## src/rcrs_pkg.sv

```systemverilog
// Shared types and constants for the column ray setup core.
// No dependencies; imported by every module under src.
package rcrs_pkg;

    localparam int FRAC_BITS_DEF   = 16;
    localparam int MAX_COLUMNS_DEF = 4096;
    localparam int DIR_FRAC        = 14;

    localparam logic signed [15:0] DIR_ONE = 16'sd16384;

    localparam logic [12:0] RST_SCREEN_WIDTH = 13'd640;
    localparam logic [15:0] RST_VIEW_DIR_X   = 16'hC000;
    localparam logic [15:0] RST_VIEW_DIR_Y   = 16'h0000;
    localparam logic [15:0] RST_CAM_PLANE_X  = 16'h0000;
    localparam logic [15:0] RST_CAM_PLANE_Y  = 16'd10813;
    localparam logic [23:0] RST_EYE_POS_X    = 24'd98304;
    localparam logic [23:0] RST_EYE_POS_Y    = 24'd98304;

    typedef enum logic [2:0] {
        REG_SCREEN_WIDTH = 3'd0,
        REG_VIEW_DIR_X   = 3'd1,
        REG_VIEW_DIR_Y   = 3'd2,
        REG_CAM_PLANE_X  = 3'd3,
        REG_CAM_PLANE_Y  = 3'd4,
        REG_EYE_POS_X    = 3'd5,
        REG_EYE_POS_Y    = 3'd6
    } cfg_reg_t;

    typedef struct packed {
        logic en;
        logic valid;
    } pipe_ctl_t;

endpackage

```

## src/rcrs_isqrt.sv

```systemverilog
// Pipelined digit-by-digit integer square root, one root bit per stage.
// Depends on rcrs_pkg. Root of a 2*RW bit operand, RW result bits.
module rcrs_isqrt
    import rcrs_pkg::*;
#(
    parameter int RW = 32,
    parameter int TW = 8
) (
    input  logic              aclk,
    input  logic              aresetn,
    input  pipe_ctl_t         ctl,
    input  logic [2*RW-1:0]   radicand,
    input  logic [TW-1:0]     tag_in,
    output logic              out_valid,
    output logic [RW-1:0]     root,
    output logic [TW-1:0]     tag_out
);

    logic [RW:0]              valid_reg;
    logic [RW:0][RW+1:0]      rem_reg, rem_next;
    logic [RW:0][RW-1:0]      root_reg, root_next;
    logic [RW:0][2*RW-1:0]    x_reg, x_next;
    logic [RW:0][TW-1:0]      tag_reg;

    assign rem_next[0]  = '0;
    assign root_next[0] = '0;
    assign x_next[0]    = radicand;

    for (genvar k = 1; k <= RW; k++) begin : g_stage
        logic [RW+1:0] shifted;
        logic [RW+1:0] trial;
        logic          take;
        always_comb begin
            shifted = {rem_reg[k-1][RW-1:0], x_reg[k-1][2*RW-1:2*RW-2]};
            trial   = {root_reg[k-1], 2'b01};
            take    = shifted >= trial;
            rem_next[k]  = take ? shifted - trial : shifted;
            root_next[k] = {root_reg[k-1][RW-2:0], take};
            x_next[k]    = {x_reg[k-1][2*RW-3:0], 2'b00};
        end
    end

    always_ff @(posedge aclk) begin
        if (!aresetn) begin
            valid_reg <= '0;
        end else if (ctl.en) begin
            valid_reg <= {valid_reg[RW-1:0], ctl.valid};
        end
    end

    always_ff @(posedge aclk) begin
        if (ctl.en) begin
            rem_reg  <= rem_next;
            root_reg <= root_next;
            x_reg    <= x_next;
            tag_reg  <= {tag_reg[RW-1:0], tag_in};
        end
    end

    assign out_valid = valid_reg[RW];
    assign root      = root_reg[RW];
    assign tag_out   = tag_reg[RW];

endmodule

```

## config.mk

```make
export PLATFORM = sky130hd
export DESIGN_NAME = rcrs_isqrt
export DESIGN_NICKNAME = d
export VERILOG_FILES = /design/src/rcrs_pkg.sv /design/src/rcrs_isqrt.sv
export SDC_FILE = /design/constraint.sdc
export NUM_CORES = 2
export LEC_CHECK = 0
export BUFFER_PORTS_ARGS = -buffer_cell sky130_fd_sc_hd__buf_2
export CORE_MARGIN = 2
export CORE_UTILIZATION = 40
export CTS_BUF_LIST = sky130_fd_sc_hd__clkbuf_16
export DETAILED_ROUTE_END_ITERATION = 6
export GPL_ROUTABILITY_DRIVEN = 0
export PLACE_DENSITY = 0.53
export SLEW_MARGIN = 10
export SYNTH_ARGS = -nofsm -noshare
export SYNTH_HDL_FRONTEND = slang
export SYNTH_SLANG_ARGS = --single-unit
```

## constraint.sdc

```tcl
create_clock -name aclk -period 4.6 [get_ports aclk]
set_input_delay 0.23 -clock aclk [delete_from_list [all_inputs] [get_ports aclk]]
set_output_delay 0.23 -clock aclk [all_outputs]
set_load 0.01 [all_outputs]
```

==> results.txt <==
post-route ant nets = 0
Hold WS = 0.0813 ns
worst slew pin tran = 1.01 ns
most frequent cells in the layout = edfxtp_1, inv_1, nand2_1, a21oi_1, ha_1
share of layout cells above drive strength 1 = 0.0836
die area = 0.319 mm²
# Max-Cap Violations = 0
CTS tree = done
initial DRC count = 5495
status = complete, no violations
Area Overhead vs Synth = 14.2%
setup TNS = 0 ns
clock net sink count = 2827
R2R Path End = g_stage[31].shifted[6]$_DFFE_PP_
Avg Inst Size Synth = 13.5 µm²
Clock transition at path regs = 0.06 ns
Hold Path Depth = 2
Area contributors post-synth = edfxtp_1, ha_1, xor2_1
HP Class = in2reg
Skew-Pair Late Insertion Delay = 0.91 ns
die height = 565 µm
DRT Pass-1 Iters = 6
Setup Skew = 0.0572 ns
H-tree depth = 5
yosys warns = 0
Slew Limit Headroom = 0.308
maximum achievable frequency = 237 MHz
Final min period = 4.21 ns
Critical Path RT = 5.32 ns
Die W = 565 µm
critical path launch point type = register
vias per cell = 5.15
DR DRC count = 0
Syn Nets = 9943
Placed Instances = 13499
initial antenna violation count = 2
CTS Root Cell = clkbuf_16
clock buffer depth = 4
Setup CP Type = reg2reg
max FFs per register = 1010
CTS Buf Count = 319
final-report hold violation count = 0
Post-Syn Area = 0.126 mm²
Hold Crit Start = radicand[50]
vias in the first global route = 72800
Final Core Density = 0.458
port bufs = 116
asr flop ratio synth = 0
Yosys cell types = 90
Initial Util = 0.401
I/O Pins = 117
Routed WL = 258 mm
Core Rows = 206
gr usage total = 0.158
Main synth FF type = edfxtp_1
crit path DAT = 4.93 ns
Post-synth EDFFs = 2794
Final Slew Violations = 0
RSZ-0062 raised after global routing = false
drt wl/cell = 18.1 µm
first-pass GRT wire length = 403 mm
area leader, netlist = edfxtp_1
Non-Filler Instances = 14213
Setup-failing EPs final = 0
worst reg-to-reg path cell count = 11
setup slack, reg-to-reg = 0.39 ns
Post-CTS Setup Bufs = 0
endpoint class of the critical path = register
crit share post-route = 0.915
Vias = 73256
largest net degree at the start of global routing = 127
core area = 0.314 mm²
Mapped Cells = 9306
GRT overflow = 0
crit path max fanout = 33
nets@finish = 10435
VDD IR max = 0.309 mV
top-area cell type share of the netlist area = 0.666
leakage = 0.0546 µW
PD cells = 506 mW/mm²
r2r startpoint = g_stage[30].shifted[15]$_DFFE_PP_
Worst Hold End = x_next[116]$_DFFE_PP_
Post-DP HPWL = 180 mm
flops & latches, synth = 2827
register area share after synthesis = 0.672
most common cell after layout, fill and taps aside = edfxtp_1
-- routing by layer --
layer | global-route usage | routed length [µm] | vias to the layer above
met2 | 0.276 | 127000 | 1585
met4 | 0.0607 | 9870 | 0
met5 | 0 | 0 | -
met1 | 0.201 | 111000 | 35566
li1 | - | - | 35568
met3 | 0.0187 | 9820 | 537
-- through the flow --
step           total power [µW]  area, µm²  worst slack, ns
2_1_floorplan             44000     126000             1.15
3_3_place_gp              48400     132000            0.551
3_5_place_dp              48700     132000            0.442
4_1_cts                   73800     144000            0.439
5_1_grt                   76600     144000            0.226
6_report                  72800     144000            0.389
-- cell type report --
| cell class | count | area, µm² |
|---|---|---|
| antenna | 2 | 5.00 |
| timing repair buffer | 362 | 3180 |
| inverter | 693 | 2600 |
| clock buffer | 322 | 8060 |
| multi-input combinational | 5595 | 38100 |
| fill | 27815 | 170000 |
| clock inverter | 252 | 2090 |
| sequential | 2827 | 84600 |
| tap | 4160 | 5200 |
-- repair_timing --
item / 4_1_cts / 5_1_grt
resized for setup: 0 / 0
endpoints found under the hold margin: 168 / 0
hold buffers: 138 / 0
-- worst max-delay path by stage --
stage / end / start / slack, ns
2_1_floorplan: g_stage[30].shifted[16]$_DFFE_PP_ / g_stage[29].shifted[5]$_DFFE_PP_ / 1.15
3_3_place_gp: g_stage[31].shifted[6]$_DFFE_PP_ / g_stage[30].shifted[15]$_DFFE_PP_ / 0.55
3_5_place_dp: g_stage[31].shifted[6]$_DFFE_PP_ / g_stage[30].shifted[15]$_DFFE_PP_ / 0.44
4_1_cts: g_stage[31].shifted[6]$_DFFE_PP_ / g_stage[30].shifted[15]$_DFFE_PP_ / 0.44
5_1_grt: g_stage[31].shifted[6]$_DFFE_PP_ / g_stage[30].shifted[15]$_DFFE_PP_ / 0.23
6_report: g_stage[31].shifted[6]$_DFFE_PP_ / g_stage[30].shifted[15]$_DFFE_PP_ / 0.39
-- report_power, final --
| part | switching (µW) | total, µW | internal [µW] |
|---|---|---|---|
| Clock | 10400 | 24500 | 14100 |
| Combinational | 8140 | 14000 | 5890 |
| Sequential | 1980 | 34300 | 32300 |
| Total | 20500 | 72800 | 52300 |
-- worst max-delay path: stages, from the launching register on --
cell and delay (ns):
edfxtp_1 0.49, ha_1 0.46, nand3_1 0.16, nor3_1 0.47
nand3_1 0.18, nor4_1 0.67, a2111o_1 0.21, a31oi_1 0.06
o21ai_4 0.80, buf_4 0.34, nor2_1 0.06, a21oi_1 0.15
-- synthesized netlist by cell type (all sizes together) (22+ instances only) --
master	n
and2	39
o31ai	43
o21a	106
nand2	612
a2111oi	26
xor2	399
o21ai	480
mux2i	38
and3	44
nand3b	22
ha	561
or4	46
o211ai	33
nand2b	105
or3	95
a31oi	47
clkbuf	165
xnor2	395
nor4	130
nor3	202
nor2b	110
nor2	513
a21o	269
edfxtp	2794
or2	46
nand4	102
mux2	74
dfxtp	33
inv	690
a21oi	564
o21bai	38
buf	26
nand3	140
a21boi	28
a211oi	40
-- cells by family after synthesis --
family                     synth area share
buffers and inverters                0.0267
muxes                               0.00964
adders and majority gates            0.0557
DFF                                   0.672
other                             0.0000298
xor gates and xnor gates             0.0552
AOI/OAI and AO/OA                    0.0912
and+or+nand+nor                      0.0899
Power figures use the tool's default switching activity.
